## src/design/lls_pkg.sv

```systemverilog
// shared constants, types and hash functions of the loglog sketch update block
`default_nettype none
package lls_pkg;

   localparam int MAX_REGISTERS_DEF = 16384;

   localparam int ACT_W   = 15;
   localparam int BYTE_W  = 8;
   localparam int IDX_W   = 14;
   localparam int VAL_W   = 6;
   localparam int HASH_W  = 32;

   localparam logic [ACT_W-1:0]  ACTIVE_RESET = 15'd2000;
   localparam logic [HASH_W-1:0] HASH_SEED    = 32'd5381;

   localparam logic OP_KEY  = 1'b0;
   localparam logic OP_READ = 1'b1;

   localparam logic [HASH_W-1:0] MIX_C1 = 32'h7ed55d16;
   localparam logic [HASH_W-1:0] MIX_C2 = 32'hc761c23c;
   localparam logic [HASH_W-1:0] MIX_C3 = 32'h165667b1;
   localparam logic [HASH_W-1:0] MIX_C4 = 32'hd3a2646c;
   localparam logic [HASH_W-1:0] MIX_C5 = 32'hfd7046c5;
   localparam logic [HASH_W-1:0] MIX_C6 = 32'hb55a4f09;

   typedef struct packed {
      logic byte_en;
      logic restart;
   } hash_ctl_type;

   // first three rounds of the integer mix
   function automatic logic [HASH_W-1:0] mix_a(input logic [HASH_W-1:0] v);
      logic [HASH_W-1:0] t;
      t = v + MIX_C1 + (v << 12);
      t = t ^ MIX_C2 ^ (t >> 19);
      t = t + MIX_C3 + (t << 5);
      return t;
   endfunction

   // last three rounds of the integer mix
   function automatic logic [HASH_W-1:0] mix_b(input logic [HASH_W-1:0] v);
      logic [HASH_W-1:0] t;
      t = (v + MIX_C4) ^ (v << 9);
      t = t + MIX_C5 + (t << 3);
      t = t ^ MIX_C6 ^ (t >> 16);
      return t;
   endfunction

   // all ones gives 32
   function automatic logic [VAL_W-1:0] trailing_ones(input logic [HASH_W-1:0] v);
      logic [VAL_W-1:0] n;
      n = VAL_W'(HASH_W);
      for (int i = HASH_W - 1; i >= 0; i--) begin
         if (!v[i]) begin
            n = VAL_W'(i);
         end
      end
      return n;
   endfunction

endpackage
`default_nettype wire

```

## src/design/lls_hash.sv

```systemverilog
// djb2 byte accumulator with zero-byte termination
`default_nettype none
module lls_hash (
   input  wire logic                          clock,
   input  wire logic                          reset,
   input  wire lls_pkg::hash_ctl_type         ctl,
   input  wire logic [lls_pkg::BYTE_W-1:0]    key_byte,
   output      logic [lls_pkg::HASH_W-1:0]    hash
);

   logic [lls_pkg::HASH_W-1:0] hash_ff, hash_in;
   logic                       ended_ff, ended_in;

   always_comb begin
      hash_in  = hash_ff;
      ended_in = ended_ff;
      if (ctl.restart) begin
         hash_in  = lls_pkg::HASH_SEED;
         ended_in = 1'b0;
      end else if (ctl.byte_en && !ended_ff) begin
         if (key_byte == '0) begin
            ended_in = 1'b1;
         end else begin
            // hash * 33 + byte
            hash_in = hash_ff + (hash_ff << 5)
                    + lls_pkg::HASH_W'(key_byte);
         end
      end
   end

   always_ff @(posedge clock) begin
      if (reset) begin
         hash_ff  <= lls_pkg::HASH_SEED;
         ended_ff <= 1'b0;
      end else begin
         hash_ff  <= hash_in;
         ended_ff <= ended_in;
      end
   end

   assign hash = hash_ff;

endmodule
`default_nettype wire

```

## config.mk

```make
export PLATFORM = sky130hd
export DESIGN_NAME = lls_hash
export DESIGN_NICKNAME = d
export VERILOG_FILES = /design/src/design/lls_pkg.sv /design/src/design/lls_hash.sv
export SDC_FILE = /design/constraint.sdc
export NUM_CORES = 1
export LEC_CHECK = 0
export BUFFER_PORTS_ARGS = -buffer_cell sky130_fd_sc_hd__clkbuf_2
export CELL_PAD_IN_SITES_DETAIL_PLACEMENT = 0
export CELL_PAD_IN_SITES_GLOBAL_PLACEMENT = 2
export CORE_MARGIN = 2
export CORE_UTILIZATION = 35
export DETAILED_ROUTE_END_ITERATION = 8
export PLACE_DENSITY = 0.85
export SETUP_SLACK_MARGIN = 0.02
export SLEW_MARGIN = 20
export SYNTH_ARGS = -nofsm -noshare
export SYNTH_HDL_FRONTEND = slang
export SYNTH_SLANG_ARGS = --single-unit
```

## constraint.sdc

```tcl
create_clock -name clock -period 5.1 [get_ports clock]
set_input_delay 1.53 -clock clock [delete_from_list [all_inputs] [get_ports clock]]
set_output_delay 1.53 -clock clock [all_outputs]
set_load 0.01 [all_outputs]
```

# After elaboration in Yosys (flattened, before gate mapping)
# Index checks and enable logic that the tools add are counted.
[totals]
memories = 0
elab_cells = 11
romBits = 0
latch_bits = 0
input_bits = 12
output_inout_bits = 32
ramBits = 0
register_bits = 33
[op_classes]
bitwise = 1
n_reduce_logical = 6
mux = 0
n_eq_ne = 0
mul = 0
div_mod_pow = 0
order_cmp = 0
shifts = 0
add_sub_neg = 2
[op_table]
columns = ["cell", "n"]
rows = [
  ["32-bit adder", 1],
  ["32-bit by 8-bit adder with 32-bit output", 1],
  ["8-bit logical NOT", 1],
  ["2-bit AND reduction", 2],
  ["2-bit OR reduction", 1],
  ["1-bit logical AND", 1],
  ["1-bit logical NOT", 1],
  ["1-bit inverter", 1],
]

# Logic depth before layout (Yosys ltp)
# Gate-level depths: netlist of run 1.
[logic_depth]
word_depth = 3
ltp_mapped = 12
ltp_nobuf = 12

# Least setup slack after synthesis of run 1
# Ideal clock, no wire load.
[synth_timing]
path_kind = "in2reg"
startpoint = "input key_byte[5] (netlist name)"
endpoint = "register hash_ff, in the netlist hash[31]"
n_path_buf = 0
arrival_ns = 3.939
stages = 12
slack_ns = 1.089
setup_ns = 0.072
path_cell_list = "inv_1 -> fa_1 -> inv_1 -> ha_1 -> a21o_1 -> a31o_2 -> a22oi_1 -> o22ai_2 -> o31ai_2 -> o21ai_1 -> mux2i_1 -> mux2i_1"
[synth_between]
elab_chain_cells = 3
[synth_lines]
columns = ["element", "line", "source"]
rows = [
  ["start, declared", "lls_hash.sv:7", "input wire logic [lls_pkg::BYTE_W-1:0] key_byte,"],
  ["parallel branches: the longest is 3 deep, another holds 32-bit by 8-bit adder with 32-bit output", "n/a", ""],
  ["end signal, assigned", "lls_hash.sv:33", "hash_ff <= lls_pkg::HASH_SEED;"],
  ["end signal, assigned", "lls_hash.sv:36", "hash_ff <= hash_in;"],
  ["end, declared", "lls_hash.sv:11", "logic [lls_pkg::HASH_W-1:0] hash_ff, hash_in;"],
]
# Several ways; the timed one is not identified.
# A chain may end at the register's enable or synchronous reset.

# Final worst setup path of run 1
# Same ends and word-level chain as after synthesis.

==> Implementation_results.wiki, run 1 <==
{| class="wikitable"
! Metric !! Value
|-
| Post-synth top area cell || sky130_fd_sc_hd__ha_1
|-
| CTS Hold Buffers Added || 0
|-
| Top cell type's share of synthesized area || 0.2197
|-
| Part of the power in registers || 0.399
|-
| Total half-perimeter wirelength after legalization and detailed placement || 7.081 mm
|-
| Switching portion of total power || 0.3585
|-
| Routing usage on met2 || 0.3174
|-
| Pin count of the biggest net entering global routing || 28
|-
| Final count of pins violating max slew || 0
|-
| Synthesized cell area || ~3300 um^2
|-
| Clock root buffer master || sky130_fd_sc_hd__clkbuf_8
|-
| Grt ovf || 0
|-
| Buffers plus inverters on the worst setup path || 3
|-
| Worst path required time || about 5.3 ns
|-
| Final TNS setup || 0 ns
|-
| Latest clock arrival within the worst-skew pair || a little under 0.3 ns
|-
| Result of the run || completed
|-
| Net count after synthesis || between 400 and 500
|-
| Global-route wire length before repair || 15.47 mm
|-
| Vias || between 3000 and 4000
|-
| Port Buffers || 43
|-
| Site Rows || 35
|-
| GRT busiest layer || met2
|-
| Core area || ~9200 um^2
|-
| Pint || ~450 uW
|-
| Final Routed Wirelength || 9.284 mm
|-
| Setup-violating endpoint count in the final report || 0
|-
| Final hold violation count || 0
|-
| Top fanout value on the critical path || 5
|-
| Post-synth ARST share || 0
|-
| Worst VDD drop || 0.00008512 V
|-
| Final Wtd Congestion || around 0.85
|-
| Antenna violation net count after detailed routing || 0
|-
| Critical-path cell list || clkbuf_2, inv_1, fa_1, inv_1, ha_1, a21o_1, a31o_2, a22oi_1, o22ai_2, o31ai_2, o21ai_1, mux2i_1, mux2i_1
|-
| Period utilisation layout || 0.8014
|-
| Buffer count from post-CTS setup fixing || 0
|-
| Combinational power share || 0.333
|-
| Number of enable-type register cells in the synthesized netlist || 0
|-
| Number of levels the H-tree was split into || 2
|-
| Met1 capacity usage during global routing || 0.2608
|-
| Layout overhead on the synthesized area || 10.87%
|-
| Kind of cell adding the most delay to the critical path || compound AO/OA/AOI/OAI gates
|-
| Fill cell count || 970
|-
| Pre-antenna DRT Iters || 4
|-
| Transition at the pin with the smallest max-transition slack || 0.5586 ns
|-
| Total number of nets in the final design || roughly 500
|-
| Cell count after synthesis || 392
|-
| Main area contributors after synthesis || sky130_fd_sc_hd__ha_1 (22%), sky130_fd_sc_hd__dfxtp_1 (20%), sky130_fd_sc_hd__a21oi_1 (6.7%)
|-
| Clock slew at reported path FFs || 0.06 ns
|-
| Die X || around 100 um
|-
| TritonCTS clock tree || done
|-
| Number of gates resized after cts || 0
|-
| NetSw || 253.4 uW
|-
| Clock Skews || 0.009039 ns
|-
| Maximum count of clock buffers along a single path || 2
|-
| Antenna violations before repair || 0
|-
| Critical path launch point type || input port
|-
| Relative slew margins || 0.6276
|-
| Part of the Yosys area used for sequential elements || 0.2000
|-
| Height of the chip || 101.1 um
|-
| Clock network fraction of design power || 0.268
|-
| Global-route usage over all layers || 0.1886
|-
| Maximum clock rate || about 240 MHz
|-
| Shortest period the worst path allows || 4.087 ns
|-
| Avg WL per Cell || ~17 um
|-
| Initial Utilization || 0.3592
|-
| Vias per cell || between 5 and 6
|-
| Power density of the placed cells || between 150 and 200 nW/um^2
|-
| Vias in the first global route || roughly 3000
|-
| Max-cap viol count || 0
|-
| Iter 0 DRT Violations || 92
|-
| Unrepaired setup endpoints after global routing || false
|-
| Pleak || between 0.0015 and 0.002 uW
|-
| Category of the most critical setup path || in2reg
|-
| Total clock sinks || 33
|-
| Count of boundary I/O pins || 44
|-
| Primary FF master, synth || sky130_fd_sc_hd__dfxtp_1
|-
| Max incr delay on CP || 0.53 ns
|-
| Class of the tightest hold or removal check || reg2reg
|-
| Master of the slowest instance on the critical path || sky130_fd_sc_hd__fa_1
|-
| GR Layer Usage met3 || 0.02830
|-
| Number of flip-flops and latches in the synthesized netlist || 33
|-
| Die area || slightly above 10000 um^2
|-
| Fraction of layout instances using a drive strength above 1 || 0.1846
|-
| # DRC || 0
|-
| Ant diodes || 0
|-
| Total Power Consumption || 706.7 uW
|-
| Mapped Avg Cell Area || about 8.4 um^2
|-
| Synth cell types || 63
|-
| Data arrival time of the worst path || around 4.3 ns
|-
| Count of synthesis-stage warnings from yosys || 0
|-
| CTS Buf Count || 5
|-
| Critical path capture point type || register
|}
sequential cells by signal, indices dropped and copies added (netlist names):
signal and count:
ended_ff 1, hash 32
metal layers:
layer | part of all wire | vias up | wire length [um]
met2 | 0.47 | 61 | 4340
met3 | 0.037 | 7 | 343
li1 | - | 1532 | -
met4 | 0.0075 | 0 | 70
met1 | 0.49 | 1443 | 4529
met5 | 0 | - | 0
area by class of cell:
type | count | area (um^2) | area share
repair buffers | 46 | 237.7 | 0.06491
clock inverters | 1 | 5.005 | 0.001367
multi-input cells | 333 | 2514 | 0.6864
flip-flops and latches | 33 | 660.6 | 0.1804
well taps | 111 | 138.9 | 0.03792
clock buffers | 5 | 68.82 | 0.01879
inverters | 10 | 37.54 | 0.01025
cells by family after synthesis:
logic type / Yosys count / share of synthesized area
buffers and inverters: 26 / 0.04053
and+or+nand+nor: 121 / 0.1811
DFF: 33 / 0.2000
AOI/OAI and AO/OA: 127 / 0.2727
xor gates and xnor gates: 21 / 0.05568
muxes: 2 / 0.006061
adders and majority gates: 62 / 0.2439
path summary, 6_finish.rpt:
path | slack, ns | cells past startpoint | endpoint | from
worst max-delay path | 1.01 | 13 | hash[31]$_SDFFE_PP0P_ | key_byte[5]
worst min-delay path | 0.49 | 2 | hash[30]$_SDFFE_PP0P_ | hash[30]$_SDFFE_PP0P_
worst max register to register | 1.95 | 12 | hash[31]$_SDFFE_PP0P_ | hash[5]$_SDFFE_PP0P_
worst min register to register | 0.49 | 2 | hash[30]$_SDFFE_PP0P_ | hash[30]$_SDFFE_PP0P_
power groups by stage:
stage | Clock, uW | Combinational [uW] | Sequential [uW]
2_1_floorplan | 0 | 175 | 287
3_3_place_gp | 0 | 235 | 288
3_5_place_dp | 0 | 233 | 288
4_1_cts | 200 | 236 | 282
5_1_grt | 207 | 265 | 284
6_report | 189 | 235 | 282
cells in the mapped netlist (5+ instances only):
master and instances:
sky130_fd_sc_hd__ha_1 58, sky130_fd_sc_hd__nand2_1 50, sky130_fd_sc_hd__a21oi_1 44, sky130_fd_sc_hd__dfxtp_1 33, sky130_fd_sc_hd__a21o_1 21, sky130_fd_sc_hd__nor2_1 17, sky130_fd_sc_hd__nand3_1 13, sky130_fd_sc_hd__xnor2_1 13
sky130_fd_sc_hd__inv_1 10, sky130_fd_sc_hd__nand4_1 10, sky130_fd_sc_hd__o21ai_0 10, sky130_fd_sc_hd__xor2_1 8, sky130_fd_sc_hd__a211oi_1 7, sky130_fd_sc_hd__clkbuf_1 7, sky130_fd_sc_hd__o211ai_1 6, sky130_fd_sc_hd__nor2b_1 5
worst reg2reg max path, stage by stage (launching register included):
cell,delay [ns]
sky130_fd_sc_hd__dfxtp_1,0.40
sky130_fd_sc_hd__inv_1,0.09
sky130_fd_sc_hd__fa_1,0.48
sky130_fd_sc_hd__inv_1,0.04
sky130_fd_sc_hd__ha_1,0.35
sky130_fd_sc_hd__a21o_1,0.20
sky130_fd_sc_hd__a31o_2,0.24
sky130_fd_sc_hd__a22oi_1,0.25
sky130_fd_sc_hd__o22ai_2,0.13
sky130_fd_sc_hd__o31ai_2,0.33
sky130_fd_sc_hd__o21ai_1,0.14
sky130_fd_sc_hd__mux2i_1,0.20
sky130_fd_sc_hd__mux2i_1,0.21
cell usage in the layout, fill, tap and decap left out, types with 2 or more instances in the layout:
cell type,n
sky130_fd_sc_hd__a211oi_1,7
sky130_fd_sc_hd__a211oi_2,2
sky130_fd_sc_hd__a21o_1,21
sky130_fd_sc_hd__a21oi_1,44
sky130_fd_sc_hd__a21oi_2,2
sky130_fd_sc_hd__a31oi_1,3
sky130_fd_sc_hd__and2b_2,2
sky130_fd_sc_hd__and3_2,3
sky130_fd_sc_hd__buf_4,3
sky130_fd_sc_hd__clkbuf_2,43
sky130_fd_sc_hd__clkbuf_8,5
sky130_fd_sc_hd__dfxtp_1,33
sky130_fd_sc_hd__fa_1,4
sky130_fd_sc_hd__ha_1,58
sky130_fd_sc_hd__inv_1,10
sky130_fd_sc_hd__mux2i_1,2
sky130_fd_sc_hd__nand2_1,50
sky130_fd_sc_hd__nand3_1,13
sky130_fd_sc_hd__nand4_1,10
sky130_fd_sc_hd__nor2_1,17
sky130_fd_sc_hd__nor2b_1,5
sky130_fd_sc_hd__nor3_1,3
sky130_fd_sc_hd__o211ai_1,6
sky130_fd_sc_hd__o211ai_2,2
sky130_fd_sc_hd__o21ai_0,10
sky130_fd_sc_hd__o21ai_1,3
sky130_fd_sc_hd__o21bai_1,3
sky130_fd_sc_hd__o31ai_1,2
sky130_fd_sc_hd__or2_2,2
sky130_fd_sc_hd__or3_1,4
sky130_fd_sc_hd__or3b_2,3
sky130_fd_sc_hd__or4_1,4
sky130_fd_sc_hd__xnor2_1,13
sky130_fd_sc_hd__xor2_1,8
per-stage QoR:
stage	hold WS, ns	instance area (um^2)	cells	util	setup WS (ns)
after floorplan	0.4516	3303	392	-	1.089
after global placement	0.4687	3588	533	0.3902	0.8277
after detailed placement	0.4884	3588	533	0.3902	0.7087
after CTS	0.4979	3662	539	0.3982	0.9956
after global routing	0.5327	3662	539	0.3982	0.8115
final	0.4937	3662	539	0.3982	1.013
Power figures use the tool's default switching activity.
==> inputs of run 2 (changes only) <==
--- a/config.mk
+++ b/config.mk
@@ -5,13 +5,14 @@
 export SDC_FILE = /design/constraint.sdc
 export NUM_CORES = 1
 export LEC_CHECK = 0
+export ABC_AREA = 1
 export BUFFER_PORTS_ARGS = -buffer_cell sky130_fd_sc_hd__clkbuf_2
 export CELL_PAD_IN_SITES_DETAIL_PLACEMENT = 0
 export CELL_PAD_IN_SITES_GLOBAL_PLACEMENT = 2
 export CORE_MARGIN = 2
-export CORE_UTILIZATION = 35
+export CORE_UTILIZATION = 29
 export DETAILED_ROUTE_END_ITERATION = 8
-export PLACE_DENSITY = 0.85
+export PLACE_DENSITY = 0.84
 export SETUP_SLACK_MARGIN = 0.02
 export SLEW_MARGIN = 20
 export SYNTH_ARGS = -nofsm -noshare
==> constraint.sdc (replaced) <==
create_clock -name clock -period 3.6 [get_ports clock]
set_input_delay 1.08 -clock clock [delete_from_list [all_inputs] [get_ports clock]]
set_output_delay 1.08 -clock clock [all_outputs]
set_load 0.01 [all_outputs]
==> run 2 against run 1 <==
Against the previous run:
- register-to-register slack lost 1.0 ns
- final area rose by 23%
- combinational power grew 96%
- critical path depth is 1 lower
- highest routed layer unchanged
==> Implementation_results.wiki, run 2 <==
{| class="wikitable"
! Metric !! Value
|-
| Count of synthesis-stage warnings from yosys || 0
|-
| Final hold violation count || 0
|-
| Synth cell types || 32
|-
| Relative slew margins || 0.2585
|-
| Category of the most critical setup path || in2reg
|-
| Area used by multi-input combinational logic || around 2800 um^2
|-
| Number of gates resized after cts || 0
|-
| Max incr delay on CP || approximately 0.47 ns
|-
| Max-cap viol count || 0
|-
| Latest clock arrival within the worst-skew pair || between 0.2 and 0.3 ns
|-
| Main area contributors after synthesis || sky130_fd_sc_hd__nand2_1 (21%), sky130_fd_sc_hd__ha_1 (18%), sky130_fd_sc_hd__dfxtp_1 (17%)
|-
| Result of the run || completed
|-
| Pin count of the biggest net entering global routing || 53
|-
| Leading cell type in the layout, fill and taps excluded || sky130_fd_sc_hd__nand2_1
|-
| Buffer count from post-CTS setup fixing || 0
|-
| Multiplexer area fraction after synthesis || 0
|-
| Vias per cell || about 4.5
|-
| Critical path launch point type || input port
|-
| Worst VDD drop || around 0.00015 V
|-
| Maximum count of clock buffers along a single path || 2
|-
| Fill cell count || about 1500
|-
| Height of the chip || around 120 um
|-
| Hold Crit Start || ended_ff$_SDFFE_PP0P_
|-
| Power density of the placed cells || slightly above 300 nW/um^2
|-
| Period utilisation layout || 0.8664
|-
| # DRC || 0
|-
| Synthesized cell area || roughly 4000 um^2
|-
| Area fraction in compound gates after synthesis || 0.06876
|-
| Part of the Yosys area used for sequential elements || 0.1658
|-
| Primary FF master, synth || sky130_fd_sc_hd__dfxtp_1
|-
| Number of enable-type register cells in the synthesized netlist || 0
|-
| Avg WL per Cell || about 14 um
|-
| Clock Skews || about 0.0057 ns
|-
| Setup-violating endpoint count in the final report || 0
|-
| Post-Synth XOR/XNOR Area || 0.03297
|-
| Critical register-to-register path endpoint || hash[26]$_SDFFE_PP0P_
|-
| Largest family of logic cells by synthesized area || simple AND/OR/NAND/NOR gates
|-
| WHS Path Cells || 2
|-
| Cell count after synthesis || between 600 and 700
|-
| Core area || ~13000 um^2
|-
| Critical-path cell list || clkbuf_2, fa_1, ha_1, nand2_1, nor2_1, nand3_1, nand3_1, nand2_1, nand4_1, nand3_1, nand2_1, inv_1
|-
| Layout overhead on the synthesized area || 13.47%
|-
| Master of the slowest instance on the critical path || sky130_fd_sc_hd__fa_1
|-
| Number of flip-flops and latches in the synthesized netlist || 33
|-
| Worst Reg-to-Reg Cells || 11
|-
| Final count of pins violating max slew || 0
|-
| Initial Utilization || 0.2986
|-
| TritonCTS clock tree || done
|-
| Transition at the pin with the smallest max-transition slack || 1.111 ns
|-
| CTS Hold Buffers Added || 0
|-
| Total half-perimeter wirelength after legalization and detailed placement || between 9 and 10 mm
|-
| Clock root buffer master || sky130_fd_sc_hd__clkbuf_16
|-
| Count of boundary I/O pins || 44
|-
| Sequential standard cell area || roughly 660 um^2
|-
| Data arrival time of the worst path || 3.31 ns
|-
| Pleak || 0.002763 uW
|-
| Adder-cell area share of the yosys netlist || 0.2022
|-
| Final Routed Wirelength || between 10 and 15 mm
|-
| Flip-flop count of the largest register after layout || 32
|-
| Total number of nets in the final design || 788
|-
| Antenna violations before repair || 0
|-
| Final TNS setup || 0 ns
|-
| Total clock sinks || 33
|-
| Class of the tightest hold or removal check || reg2reg
|-
| Most used standard cell by instance count after synthesis || sky130_fd_sc_hd__nand2_1
|-
| Critical path capture point type || register
|-
| CTS Buf Count || 5
|-
| Terminating pin of the worst hold path || ended_ff$_SDFFE_PP0P_
|-
| Most frequent cells in the layout || sky130_fd_sc_hd__nand2_1 (225), sky130_fd_sc_hd__inv_1 (130), sky130_fd_sc_hd__nor2_1 (80)
|-
| Vias || 4013
|-
| Global-route wire length before repair || 20.15 mm
|-
| Worst path required time || about 3.8 ns
|-
| Ant diodes || 0
|-
| Antenna violation net count after detailed routing || 0
|-
| Die area || 14700 um^2
|-
| Pre-antenna DRT Iters || 5
|-
| Top fanout value on the critical path || 4
|-
| Launch instance of the worst register-to-register path || hash[7]$_SDFFE_PP0P_
|-
| Iter 0 DRT Violations || about 250
|-
| Number of levels the H-tree was split into || 2
|-
| Top cell type's share of synthesized area || 0.2119
|-
| FF-to-FF setup slack || roughly 0.94 ns
|-
| Post-synth top area cell || sky130_fd_sc_hd__nand2_1
|-
| Fraction of layout instances using a drive strength above 1 || 0.09371
|-
| Vias in the first global route || a little under 4000
|-
| Clock slew at reported path FFs || ~0.06 ns
|-
| Global-route usage over all layers || 0.1754
|-
| Unrepaired setup endpoints after global routing || false
|-
| Leading post-synthesis cells by instance count || sky130_fd_sc_hd__nand2_1 (225), sky130_fd_sc_hd__inv_1 (130), sky130_fd_sc_hd__nor2_1 (80)
|-
| Final Wtd Congestion || ~0.89
|-
| Die X || ~120 um
|-
| Shortest period the worst path allows || slightly above 3 ns
|-
| Net count after synthesis || roughly 750
|-
| Total Power Consumption || approximately 1400 uW
|-
| Grt ovf || 0
|-
| Site Rows || 42
|-
| Port Buffers || 43
|-
| Mapped Avg Cell Area || 5.930 um^2
|-
| Maximum clock rate || about 320 MHz
|-
| Post-Synth Simple-Gate Area || 0.3874
|-
| Post-synth ARST share || 0
|}
run 2: changes by cell type in the layout (fill, tap and decap cells not counted), moves of 5 or more:
cell                        before  now
sky130_fd_sc_hd__nand2_1        50  225
sky130_fd_sc_hd__nand3_1        13   45
sky130_fd_sc_hd__nor2_1         17   80
sky130_fd_sc_hd__a21o_1         21    1
sky130_fd_sc_hd__nand4_1        10    4
sky130_fd_sc_hd__a21oi_1        44   28
sky130_fd_sc_hd__clkbuf_16       0    5
sky130_fd_sc_hd__a211oi_1        7    0
sky130_fd_sc_hd__nor2b_1         5    0
sky130_fd_sc_hd__inv_1          10  130
run 2: final cells by class:
type,instances,area share
repair buffers,43,0.04759
inverters,132,0.1101
well taps,176,0.04870
clock inverters,1,0.006641
clock buffers,7,0.03154
flip-flops and latches,33,0.1461
multi-input cells,499,0.6093
run 2: critical path, delay by kind of cell:
| kind | cells | cell delay (ns) |
|---|---|---|
| adder cells (fa/ha/maj) | 2 | 0.86 |
| AND/OR/NAND/NOR | 8 | 1.23 |
| buffers and inverters | 2 | 0.14 |
run 2: power breakdown:
group	switching, uW	internal, uW	total [uW]	leakage, uW
clock network	182	347	529	0.0000841
logic	295	166	461	0.00241
registers	30.0	384	414	0.000270
run 2: cells by family after synthesis:
family	Yosys count
AND/OR/NAND/NOR	374
buffers and inverters	140
adder cells (fa/ha/maj)	62
AO/OA/AOI/OAI	48
flip-flops	33
XOR/XNOR	15
run 2: metal layers:
metal / track usage / wire length (um) / vias up / share of wire
met5: 0 / 0 / - / 0
met4: 0.03376 / 106 / 0 / 0.0088
met3: 0.02350 / 575 / 6 / 0.048
met2: 0.2742 / 5175 / 70 / 0.43
met1: 0.2576 / 6216 / 1783 / 0.51
li1: - / - / 2154 / -
run 2: metrics by stage:
| stage | cells | hold WS [ns] | cell area (um^2) | setup WS [ns] | utilization |
|---|---|---|---|---|---|
| after floorplan | 672 | 0.4536 | 3985 | 0.7238 | - |
| after global placement | 883 | 0.4698 | 4349 | 0.1699 | 0.3258 |
| after detailed placement | 883 | 0.4800 | 4349 | 0.2631 | 0.3258 |
| after CTS | 891 | 0.4893 | 4522 | 0.5638 | 0.3388 |
| after global routing | 891 | 0.5199 | 4522 | 0.4184 | 0.3388 |
| final | 891 | 0.4840 | 4522 | 0.4809 | 0.3388 |
run 2: worst max-delay path by stage:
stage | start | end | slack, ns
after global placement | key_byte[7] | hash[26]$_SDFFE_PP0P_ | 0.17
after CTS | key_byte[7] | hash[26]$_SDFFE_PP0P_ | 0.56
after floorplan | key_byte[5] | hash[18]$_SDFFE_PP0P_ | 0.72
final | key_byte[6] | hash[26]$_SDFFE_PP0P_ | 0.48
after detailed placement | key_byte[7] | hash[26]$_SDFFE_PP0P_ | 0.26
after global routing | key_byte[6] | hash[26]$_SDFFE_PP0P_ | 0.42
